$ cat src/hdl/tcc_pkg.sv
// Shared types, codes and helper functions for the text console cursor engine.
// Used by tcc_res_fifo, text_console_cursor and the bench; needs nothing else.
`default_nettype none

package tcc_pkg;

	// Result kinds carried on the master-side tuser.
	typedef enum logic [1:0] {
		KIND_DRAW   = 2'd0,
		KIND_SCROLL = 2'd1,
		KIND_STATUS = 2'd2
	} kind_t;

	// Request types carried on the slave-side tuser.
	localparam logic REQ_CHAR = 1'b0;
	localparam logic REQ_SETPOS = 1'b1;

	// Configuration register indexes.
	localparam logic [7:0] REG_WIDTH = 8'd0;
	localparam logic [7:0] REG_HEIGHT = 8'd1;

	localparam logic [7:0] WIDTH_RESET = 8'd80;
	localparam logic [7:0] HEIGHT_RESET = 8'd25;

	// Control characters.
	localparam logic [7:0] CH_NUL = 8'd0;
	localparam logic [7:0] CH_TAB = 8'd9;
	localparam logic [7:0] CH_NEWLINE = 8'd10;

	localparam logic [7:0] TAB_STOP = 8'd5;
	// floor(c * 205 / 1024) equals floor(c / 5) for every 8-bit c.
	localparam logic [15:0] TAB_RECIP = 16'd205;
	localparam int TAB_SHIFT = 10;

	// Result queue geometry.
	localparam int FIFO_DEPTH = 4;
	localparam int FIFO_AW = $clog2(FIFO_DEPTH);
	localparam int FIFO_CW = $clog2(FIFO_DEPTH + 1);

	typedef logic [FIFO_AW-1:0] ptr_t;
	typedef logic [FIFO_CW-1:0] cnt_t;

	typedef struct packed {
		kind_t      kind;
		logic [7:0] glyph;
		logic [7:0] row;
		logic [7:0] col;
		logic       accepted;
		logic       last;
	} res_t;

	// Column after a tab: the next multiple of TAB_STOP, in 9 bits so that
	// running past 255 stays visible.
	function automatic logic [8:0] tab_next(input logic [7:0] c);
		logic [15:0] prod;
		logic [7:0]  quot;
		logic [7:0]  rem;
		begin
			prod = 16'(c) * TAB_RECIP;
			quot = 8'(prod >> TAB_SHIFT);
			rem = c - 8'(quot * TAB_STOP);
			tab_next = 9'(c) + 9'(TAB_STOP) - 9'(rem);
		end
	endfunction

endpackage

`default_nettype wire

$ cat src/hdl/tcc_res_fifo.sv
// Small result queue for the text console cursor engine: takes up to two
// results per cycle, hands out one. Depends on tcc_pkg.
`default_nettype none

module tcc_res_fifo (
	input  wire logic          clk,
	input  wire logic          arst_n,
	input  wire logic [1:0]    push_n,
	input  wire tcc_pkg::res_t push0,
	input  wire tcc_pkg::res_t push1,
	output logic               room2,
	output logic               out_valid,
	input  wire logic          out_ready,
	output tcc_pkg::res_t      out_data
);

	tcc_pkg::res_t mem_q [tcc_pkg::FIFO_DEPTH];
	tcc_pkg::ptr_t wr_q;
	tcc_pkg::ptr_t rd_q;
	tcc_pkg::cnt_t cnt_q;
	logic          pop;

	assign out_valid = (cnt_q != '0);
	assign out_data = mem_q[rd_q];
	assign pop = out_valid && out_ready;
	// Room for a full two-result request, judged before this cycle's pop.
	assign room2 = (cnt_q <= tcc_pkg::cnt_t'(tcc_pkg::FIFO_DEPTH - 2));

	always_ff @(posedge clk) begin
		if (push_n != 2'd0) begin
			mem_q[wr_q] <= push0;
		end
		if (push_n == 2'd2) begin
			mem_q[wr_q + tcc_pkg::ptr_t'(1)] <= push1;
		end
	end

	always_ff @(posedge clk or negedge arst_n) begin
		if (!arst_n) begin
			wr_q <= '0;
			rd_q <= '0;
			cnt_q <= '0;
		end else begin
			wr_q <= wr_q + tcc_pkg::ptr_t'(push_n);
			if (pop) begin
				rd_q <= rd_q + tcc_pkg::ptr_t'(1);
			end
			cnt_q <= cnt_q + tcc_pkg::cnt_t'(push_n) - tcc_pkg::cnt_t'(pop);
		end
	end

`ifndef SYNTHESIS
	a_no_overflow: assert property (@(posedge clk) disable iff (!arst_n)
		cnt_q <= tcc_pkg::cnt_t'(tcc_pkg::FIFO_DEPTH))
		else $error("result queue over capacity");

	a_push_fits: assert property (@(posedge clk) disable iff (!arst_n)
		(push_n == 2'd2) |-> room2)
		else $error("two results pushed without room");

	a_push_shows: assert property (@(posedge clk) disable iff (!arst_n)
		(push_n != 2'd0) |=> out_valid)
		else $error("pushed result not visible");
`endif

endmodule

`default_nettype wire

$ cat src/hdl/text_console_cursor.sv
// Top level of the text console cursor engine: cursor state, per-request
// result logic and configuration. Depends on tcc_pkg and tcc_res_fifo.
`default_nettype none

// The engine takes one request per cycle and writes its results into a
// four-entry result queue; with the queue empty, the first result is offered
// on the master side in the cycle after the request is taken. One result leaves
// per cycle while m_axis_tready is high. A byte that scrolls gives two results,
// NUL, tab and newline none, all other requests one; s_axis_tready drops only
// while the queue holds more than two undelivered results. Configuration
// writes are always taken (cfg_ready is tied high) and act from the next cycle.
module text_console_cursor (
	input  wire logic        clk,
	input  wire logic        arst_n,
	input  wire logic        s_axis_tvalid,
	output logic             s_axis_tready,
	input  wire logic [23:0] s_axis_tdata,  // char_code, new_col, new_row
	input  wire logic        s_axis_tuser,  // req_type
	output logic             m_axis_tvalid,
	input  wire logic        m_axis_tready,
	output logic [31:0]      m_axis_tdata,  // glyph, row, col, accepted, 7 zero bits
	output logic [1:0]       m_axis_tuser,  // kind
	output logic             m_axis_tlast,
	input  wire logic        cfg_valid,
	output logic             cfg_ready,
	input  wire logic [7:0]  cfg_index,
	input  wire logic [7:0]  cfg_data
);

	logic [7:0] width_q;
	logic [7:0] height_q;
	logic [7:0] col_q;
	logic [7:0] row_q;

	logic       in_fire;
	logic [7:0] char_code;
	logic [7:0] new_col;
	logic [7:0] new_row;

	logic [7:0] row_adv;
	logic       wrap;
	logic [7:0] col_w;
	logic [7:0] row_w;
	logic       scroll;
	logic [7:0] row_d;
	logic [8:0] tab_col;
	logic       tab_wrap;
	logic       pos_ok;

	logic [7:0]    col_n;
	logic [7:0]    row_n;
	logic [1:0]    push_n;
	tcc_pkg::res_t res0;
	tcc_pkg::res_t res1;
	tcc_pkg::res_t out_res;
	logic          room2;

	assign char_code = s_axis_tdata[7:0];
	assign new_col = s_axis_tdata[15:8];
	assign new_row = s_axis_tdata[23:16];
	assign s_axis_tready = room2;
	assign in_fire = s_axis_tvalid && s_axis_tready;
	assign cfg_ready = 1'b1;

	// The row saturates at the height instead of wrapping.
	assign row_adv = (row_q < height_q) ? row_q + 8'd1 : row_q;

	assign wrap = (col_q >= width_q);
	assign col_w = wrap ? 8'd0 : col_q;
	assign row_w = wrap ? row_adv : row_q;
	assign scroll = (row_w >= height_q);
	assign row_d = scroll ? height_q - 8'd1 : row_w;

	assign tab_col = tcc_pkg::tab_next(col_q);
	assign tab_wrap = (tab_col >= {1'b0, width_q});

	assign pos_ok = (new_col < width_q) && (new_row < height_q);

	always_comb begin
		col_n = col_q;
		row_n = row_q;
		push_n = 2'd0;
		res0 = '0;
		res1 = '0;
		if (s_axis_tuser == tcc_pkg::REQ_SETPOS) begin
			if (pos_ok) begin
				col_n = new_col;
				row_n = new_row;
			end
			push_n = 2'd1;
			res0.kind = tcc_pkg::KIND_STATUS;
			res0.accepted = pos_ok;
			res0.last = 1'b1;
		end else begin
			case (char_code)
				tcc_pkg::CH_NUL: begin
				end
				tcc_pkg::CH_NEWLINE: begin
					col_n = 8'd0;
					row_n = row_adv;
				end
				tcc_pkg::CH_TAB: begin
					if (tab_wrap) begin
						col_n = 8'd0;
						row_n = row_adv;
					end else begin
						col_n = tab_col[7:0];
					end
				end
				default: begin
					col_n = col_w + 8'd1;
					row_n = row_d;
					if (scroll) begin
						push_n = 2'd2;
						res0.kind = tcc_pkg::KIND_SCROLL;
						res1.kind = tcc_pkg::KIND_DRAW;
						res1.glyph = char_code;
						res1.row = row_d;
						res1.col = col_w;
						res1.last = 1'b1;
					end else begin
						push_n = 2'd1;
						res0.kind = tcc_pkg::KIND_DRAW;
						res0.glyph = char_code;
						res0.row = row_d;
						res0.col = col_w;
						res0.last = 1'b1;
					end
				end
			endcase
		end
	end

	always_ff @(posedge clk or negedge arst_n) begin
		if (!arst_n) begin
			col_q <= '0;
			row_q <= '0;
			width_q <= tcc_pkg::WIDTH_RESET;
			height_q <= tcc_pkg::HEIGHT_RESET;
		end else begin
			if (in_fire) begin
				col_q <= col_n;
				row_q <= row_n;
			end
			if (cfg_valid && cfg_ready) begin
				case (cfg_index)
					tcc_pkg::REG_WIDTH: width_q <= cfg_data;
					tcc_pkg::REG_HEIGHT: height_q <= cfg_data;
					default: begin
					end
				endcase
			end
		end
	end

	tcc_res_fifo u_res_fifo (
		.clk       (clk),
		.arst_n    (arst_n),
		.push_n    (in_fire ? push_n : 2'd0),
		.push0     (res0),
		.push1     (res1),
		.room2     (room2),
		.out_valid (m_axis_tvalid),
		.out_ready (m_axis_tready),
		.out_data  (out_res)
	);

	assign m_axis_tuser = out_res.kind;
	assign m_axis_tlast = out_res.last;
	assign m_axis_tdata = {7'd0, out_res.accepted, out_res.col, out_res.row, out_res.glyph};

`ifndef SYNTHESIS
	a_status_last: assert property (@(posedge clk) disable iff (!arst_n)
		(m_axis_tvalid && m_axis_tuser == tcc_pkg::KIND_STATUS) |-> m_axis_tlast)
		else $error("position status not marked last");

	a_scroll_then_draw: assert property (@(posedge clk) disable iff (!arst_n)
		(m_axis_tvalid && m_axis_tready && m_axis_tuser == tcc_pkg::KIND_SCROLL) |=>
		(m_axis_tvalid && m_axis_tuser == tcc_pkg::KIND_DRAW))
		else $error("scroll not followed by its draw");

	a_draw_on_screen: assert property (@(posedge clk) disable iff (!arst_n)
		(in_fire && push_n != 2'd0 && s_axis_tuser == tcc_pkg::REQ_CHAR &&
		 height_q != 8'd0) |-> (row_d < height_q))
		else $error("glyph drawn below the last row");
`endif

endmodule

`default_nettype wire

$ cat config.mk
export PLATFORM = sky130hd
export DESIGN_NAME = text_console_cursor
export DESIGN_NICKNAME = d
export VERILOG_FILES = /design/src/hdl/tcc_pkg.sv /design/src/hdl/tcc_res_fifo.sv /design/src/hdl/text_console_cursor.sv
export SDC_FILE = /design/constraint.sdc
export NUM_CORES = 1
export LEC_CHECK = 0
export BUFFER_PORTS_ARGS = -buffer_cell sky130_fd_sc_hd__buf_2
export CAP_MARGIN = 25
export CORE_MARGIN = 4
export CORE_UTILIZATION = 59
export CTS_CLUSTER_DIAMETER = 100
export DETAILED_ROUTE_END_ITERATION = 10
export PLACE_DENSITY_LB_ADDON = 0.12
export RECOVER_POWER = 50
export SYNTH_ARGS = -nofsm -noshare
export SYNTH_HDL_FRONTEND = slang
export SYNTH_SLANG_ARGS = --single-unit
$ cat constraint.sdc
create_clock -name clk -period 12.95 [get_ports clk]
set_input_delay 1.295 -clock clk [delete_from_list [all_inputs] [get_ports clk]]
set_output_delay 1.295 -clock clk [all_outputs]
set_load 0.02 [all_outputs]
==> metrics.txt, run 1 <==
status finished with violations; failing checks capacitance limit, slew limit; Crit path largest cell delay 0.64 ns; global-route wire length before repair 39700 um; R2R depth 33; worst setup margin 3.73 ns; Min Clock Period, post-route 9.22 ns; period utilisation layout 71.2%; CTS max path bufs 2; crit-path leading delay family adder cells; maxcap violations 1; dpl cells 1225; Die Area 20000 um2; clk_lat worst skew 0.43 ns; slew margin rel. -48.8%; post-CTS setup buffer count 0; r2r setup slk 3.73 ns; CTS tree yes; Critical-path top delay cell dfrtp_1; Synth Cell Area 10500 um2; initial antenna violation count 1; number of synthesized register bits 151; total gr overflow 0; fin. max-slew vios 38; chip width 141 um; number of synthesized flops with an enable pin 100; design area 11500 um2; cts hold-fix bufs 0; FF-to-FF Start col_q[6]$_DFFE_PN0P_; htree depth 4; unrepaired setup endpoints after global routing no; via count 7565; Levels on crit path 33; routed len/inst 19.4 um; Vias/cell 6.01; Setup Viol. Count Final 0; Mapped Cells 957; CP startpoint col_q[6]$_DFFE_PN0P_; Row Count 48; Layout area overhead 9.67%; crit path max fanout 16; Initial Utilization 60.4%; WP buf/inv 4; final setup TNS 0 ns; maximum clock rate 0.108 GHz; Top FF cell, synth edfxtp_1; yosys warns 0; Worst-Margin Slew 2.23 ns; kind of critical path register to register; post-CTS sizing 0; cell mode on critical path ha_1; Clock transition at path regs 0.06 ns; clock root cell clkbuf_16; worst path arrival time 9.53 ns; count of input and output buffers 75; Initial DRT Pass Iterations 6; DRT Wirelength 24500 um; Die Y-Extent 141 um; clk_skew 0.0106 ns; Layout fillers 1377; Synth cell types 75; Post-Place Setup Slack 3.74 ns; post-route ant nets 0; top cell type by total area after synthesis edfxtp_1; Hold WC Path Type register to register; Layout Nets 1205; placed cell area 11000 um2; dominant cells by area after synthesis edfxtp_1, ha_1, dfrtp_1, mux4_2, fa_1; crit end category register; Yosys top cell area share 28.6%; vias in the first global route 7478; initial drt markers 566; Final Non-Filler Cells 1259; register area share after synthesis 40.3%; Global Route Usage Sum 25.3%; Post-Syn Area per Cell 11.0 um2; DRC viols 0; worst path required time 13.26 ns; r2r endpoint row_q[1]$_DFFE_PN0P_; gp weighted congestion 0.916; TritonCTS Buffers 17; Fin. Hold Viols 0; IO Pins 84; Worst Setup EP row_q[1]$_DFFE_PN0P_; largest net degree at the start of global routing 40; Placeable Area 17400 um2; Num Clock Sinks 151; crit path launch type register; Post-synth ARST share 25.8%; share of cells above drive strength 1 13.2%; hpwl dp 18200 um
-- per-layer routing --
metal	track usage [%]	vias up	routed length [um]
li1	-	3619	-
met1	35.3	3627	10900
met2	40.7	273	11500
met3	4.75	46	1450
met4	7.90	0	630
met5	0	-	0
-- tightest hold or removal path, cell delays in order (launching register included) --
cell and delay (ns):
dfxtp_1 0.31, inv_1 0.05, a21oi_1 0.05
-- per-stage QoR --
stage	hold slack, ns	util, %
final	0.467	66.2
after global routing	0.479	66.2
after CTS	0.459	66.6
after detailed placement	0.443	63.2
after global placement	0.441	63.2
after floorplan	0.419	-
-- layout make-up --
cell class	instances	area, um2	area share (%)
diodes	1	2.50	0.0218
clock buffers	20	437	3.80
clock inverters	11	149	1.30
inverters	82	308	2.68
multi-input cells	686	5700	49.6
flip-flops and latches	151	4230	36.8
well taps	225	282	2.45
repair buffers	83	392	3.41
-- Yosys cell counts (all sizes together), types with 8 or more instances --
library cell	n
a21o	13
clkbuf	15
and2	37
o22ai	30
fa	17
edfxtp	100
dfrtp	34
xnor2	34
mux4	28
a31oi	8
ha	121
nand3	26
nand2b	13
mux2	9
and3	9
a21oi	35
o21ai	36
nor2	70
nand2	60
inv	81
buf	29
xor2	19
dfxtp	12
nor3	15
-- layout by cell type (no fill, tap or decap), types with 29 or more instances in the layout --
master	count
edfxtp_1	100
xnor2_1	34
nor2_1	70
and2_1	29
dfrtp_1	34
nand2_1	60
inv_1	80
a21oi_1	33
buf_2	46
o22ai_1	30
clkbuf_1	34
o21ai_0	33
ha_1	121
-- logic make-up after synthesis --
group           count (synthesis)  share of synthesized area (%)
simple gates                  260                           12.3
buf+inv                       126                           5.19
flops                         151                           40.3
fa+ha+maj                     138                           17.7
compound gates                184                           12.4
mux                            43                           7.56
xor+xnor                       53                           4.50
other cells                     2                         0.0716
-- flip-flops by register name, indices dropped and copies added (netlist names) --
register          count
u_res_fifo.mem_q    112
col_q                 8
height_q              8
row_q                 8
width_q               8
u_res_fifo.cnt_q      3
u_res_fifo.rd_q       2
u_res_fifo.wr_q       2
-- worst min path at each step --
stage / start / cells after the start / to
detailed placement: u_res_fifo.mem_q[0][26]$_SDFFE_PP0P_ / 2 / u_res_fifo.mem_q[0][26]$_SDFFE_PP0P_
CTS: u_res_fifo.mem_q[0][26]$_SDFFE_PP0P_ / 2 / u_res_fifo.mem_q[0][26]$_SDFFE_PP0P_
finish: u_res_fifo.mem_q[0][26]$_SDFFE_PP0P_ / 2 / u_res_fifo.mem_q[0][26]$_SDFFE_PP0P_
global placement: u_res_fifo.mem_q[0][26]$_SDFFE_PP0P_ / 2 / u_res_fifo.mem_q[0][26]$_SDFFE_PP0P_
global route: u_res_fifo.mem_q[0][26]$_SDFFE_PP0P_ / 2 / u_res_fifo.mem_q[0][26]$_SDFFE_PP0P_
floorplan: u_res_fifo.mem_q[0][26]$_SDFFE_PP0P_ / 2 / u_res_fifo.mem_q[0][26]$_SDFFE_PP0P_
Power of run 1 is left out: the tool's default activity adds up to more than one toggle a clock period on the data nets, which glitch-free logic cannot reach.
==> run 2: changes to the inputs <==
--- a/config.mk
+++ b/config.mk
@@ -5,6 +5,7 @@
 export SDC_FILE = /design/constraint.sdc
 export NUM_CORES = 1
 export LEC_CHECK = 0
+export ABC_AREA = 1
 export BUFFER_PORTS_ARGS = -buffer_cell sky130_fd_sc_hd__buf_2
 export CAP_MARGIN = 25
 export CORE_MARGIN = 4
==> constraint.sdc (replaced) <==
create_clock -name clk -period 8.8 [get_ports clk]
set_input_delay 0.88 -clock clk [delete_from_list [all_inputs] [get_ports clk]]
set_output_delay 0.88 -clock clk [all_outputs]
set_load 0.02 [all_outputs]
==> run 2 against run 1 <==
Compared with the run above: the flow still finishes with violations (capacitance limit, slew limit); hold slack got worse by 0.0045 ns; clock skew decreased by 0.0015 ns; routed wire length increased by 17%; critical path depth increased by 13; cell count increased by 31%; synthesized cell count increased by 40%; register-to-register slack got worse by 3.0 ns; die area increased by 5.6%; area after synthesis increased by 6.0%; critical path type unchanged; non-clock buffer count increased by 11; core utilization increased by 0.61 points.
==> metrics.txt, run 2 <==
hpwl dp 20000 um (+10%); Synth Cell Area 11100 um2 (+6.0%); Min Clock Period, post-route 8.06 ns (-1.16 ns); worst path required time 9.12 ns (-4.14 ns); number of synthesized register bits 151 (unchanged); Global Route Usage Sum 26.7% (+1.3 points); crit end category register; Layout fillers 1583 (+15%); Yosys top cell area share 27.0% (-1.6 points); cell mode on critical path nand2_1; Row Count 49 (+2.1%); register area share after synthesis 38.0% (-2.3 points); largest net degree at the start of global routing 60 (+50%); htree depth 4 (unchanged); Worst-Margin Slew 2.28 ns (+0.0516 ns); fin. max-slew vios 40 (+5.3%); DRT Wirelength 28700 um (+17%); Hold WC Path Type register to register; Biggest register u_res_fifo.mem_q; Crit path largest cell delay 0.52 ns (-0.12 ns); Initial Utilization 60.8% (+0.42 points); Layout area overhead 9.91%; final setup TNS 0 ns (unchanged); top cell type by total area after synthesis edfxtp_1; status finished with violations; unrepaired setup endpoints after global routing no; initial drt markers 978 (+73%); CTS max path bufs 2 (unchanged); worst path arrival time 8.38 ns (-1.15 ns); maximum clock rate 0.124 GHz (+14%); yosys warns 0 (unchanged); routed len/inst 17.4 um (-10%); crit path launch type register; global-route wire length before repair 46100 um (+16%); commonest cells after routing, fill and taps aside nand2_1, inv_1, nor2_1; TritonCTS Buffers 17 (unchanged); Top FF cell, synth edfxtp_1; vias in the first global route 9008 (+20%); Mapped Cells 1341 (+40%); Clock transition at path regs 0.06 ns (about the same); Setup Viol. Count Final 0 (unchanged); Die Y-Extent 145 um (+2.8%); maxcap violations 1 (unchanged); clk_lat worst skew 0.43 ns (about the same); DRC viols 0 (unchanged); crit path max fanout 6 (-10); Post-Syn Area per Cell 8.29 um2 (-24%); number of synthesized flops with an enable pin 100 (unchanged); top cells by instance count after synthesis nand2_1, inv_1, nor2_1; Vias/cell 5.81 (-3.3%); Fin. Hold Viols 0 (unchanged); Placeable Area 18300 um2 (+5.3%); IO Pins 84 (unchanged); initial antenna violation count 1 (unchanged); Critical-path top delay cell fa_1; gp weighted congestion 0.902 (-1.5%); via count 9570 (+27%); dominant cells by area after synthesis edfxtp_1, ha_1, nand2_1, dfrtp_1, inv_1; slew margin rel. -52.3% (-3.4 points); chip width 145 um (+2.8%); most common cell after layout, fill and taps aside nand2_1; Layout Nets 1589 (+32%); clk_skew 0.00917 ns (-0.00145 ns); clock root cell clkbuf_16; failing checks capacitance limit, slew limit; max reg flops 112 (unchanged); Initial DRT Pass Iterations 6 (unchanged); CTS tree yes; count of input and output buffers 75 (unchanged); kind of critical path register to register; Synth cell types 47 (-37%); period utilisation layout 91.5% (+20 points); post-route ant nets 0 (unchanged); Num Clock Sinks 151 (unchanged); Post-synth ARST share 25.8% (unchanged); share of cells above drive strength 1 9.45% (-3.7 points); total gr overflow 0 (unchanged); Die Area 21100 um2 (+5.6%); count leader, synth nand2_1; diode count 0 (-1)
## run 2: cell count changes in the layout (fill, tap and decap cells not counted), moves of 24 or more
cell and change:
and2_1 -28, inv_1 +79, mux4_2 -28, nand2_1 +214, nand3_1 +56, nor2_1 +63, o21ai_0 +52, o22ai_1 +62
xnor2_1 -24
## run 2: layer usage
metal	vias up	wire (um)	track usage, %
li1	4679	-	-
met1	4462	12600	36.5
met2	387	13400	43.9
met3	40	2300	4.77
met4	2	456	7.45
met5	-	11	0
## run 2: cells by family after synthesis
| kind of cell | share of synthesized area [%] |
|---|---|
| and+or+nand+nor | 20.5 |
| AOI/OAI and AO/OA | 13.3 |
| buffers and inverters | 8.47 |
| DFF | 38.0 |
| adders and majority gates | 16.7 |
| xor gates and xnor gates | 2.92 |
| other | 0.0676 |
## run 2: path summary, 6_finish.rpt
path	from	end	slack [ns]	cells past startpoint
max	col_q[2]$_DFFE_PN0P_	row_q[7]$_DFFE_PN0P_	0.74	46
min	u_res_fifo.mem_q[0][26]$_SDFFE_PP0P_	u_res_fifo.mem_q[0][26]$_SDFFE_PP0P_	0.46	2
max reg2reg	col_q[2]$_DFFE_PN0P_	row_q[7]$_DFFE_PN0P_	0.74	46
min reg2reg	u_res_fifo.mem_q[0][26]$_SDFFE_PP0P_	u_res_fifo.mem_q[0][26]$_SDFFE_PP0P_	0.46	2
max in group asynchronous	arst_n	col_q[1]$_DFFE_PN0P_	6.10	2
min in group asynchronous	arst_n	height_q[2]$_DFFE_PN0P_	1.22	2
## run 2: critical path: cells and delay by family (launching register included)
kind	cells	cell delay [ns]
AOI/OAI and AO/OA	6	0.88
xor gates and xnor gates	4	0.68
adders and majority gates	11	3.91
buffers and inverters	7	0.44
DFF	1	0.46
and+or+nand+nor	18	1.58
## run 2: repair_timing
item / 4_1_cts / 5_1_grt
resized for setup: 0 / 14
hold buffers: 0 / 0
buffers inserted: 0 / 6
endpoints found under the setup margin: 0 / 16
## run 2: stage by stage
step | cells | instance area, um2 | worst slack, ns | hold slack (ns) | utilization (%)
2_1_floorplan | 1347 | 11100 | 1.06 | 0.436 | -
3_3_place_gp | 1606 | 11600 | 0.526 | 0.448 | 63.3
3_5_place_dp | 1607 | 11600 | 0.269 | 0.452 | 63.4
4_1_cts | 1639 | 12200 | 0.226 | 0.461 | 66.7
5_1_grt | 1647 | 12200 | 0.0839 | 0.484 | 66.8
6_report | 1647 | 12200 | 0.744 | 0.463 | 66.8
## run 2: area by class of cell
| type | instances | area, um2 | share of cell area, % |
|---|---|---|---|
| clock inverter | 15 | 166 | 1.36 |
| multi-input combinational | 976 | 5990 | 49.1 |
| sequential | 151 | 4230 | 34.6 |
| timing repair buffer | 94 | 489 | 4.01 |
| tap | 229 | 287 | 2.35 |
| clock buffer | 17 | 425 | 3.48 |
| inverter | 165 | 624 | 5.11 |
Power of run 2 is left out for the same reason.
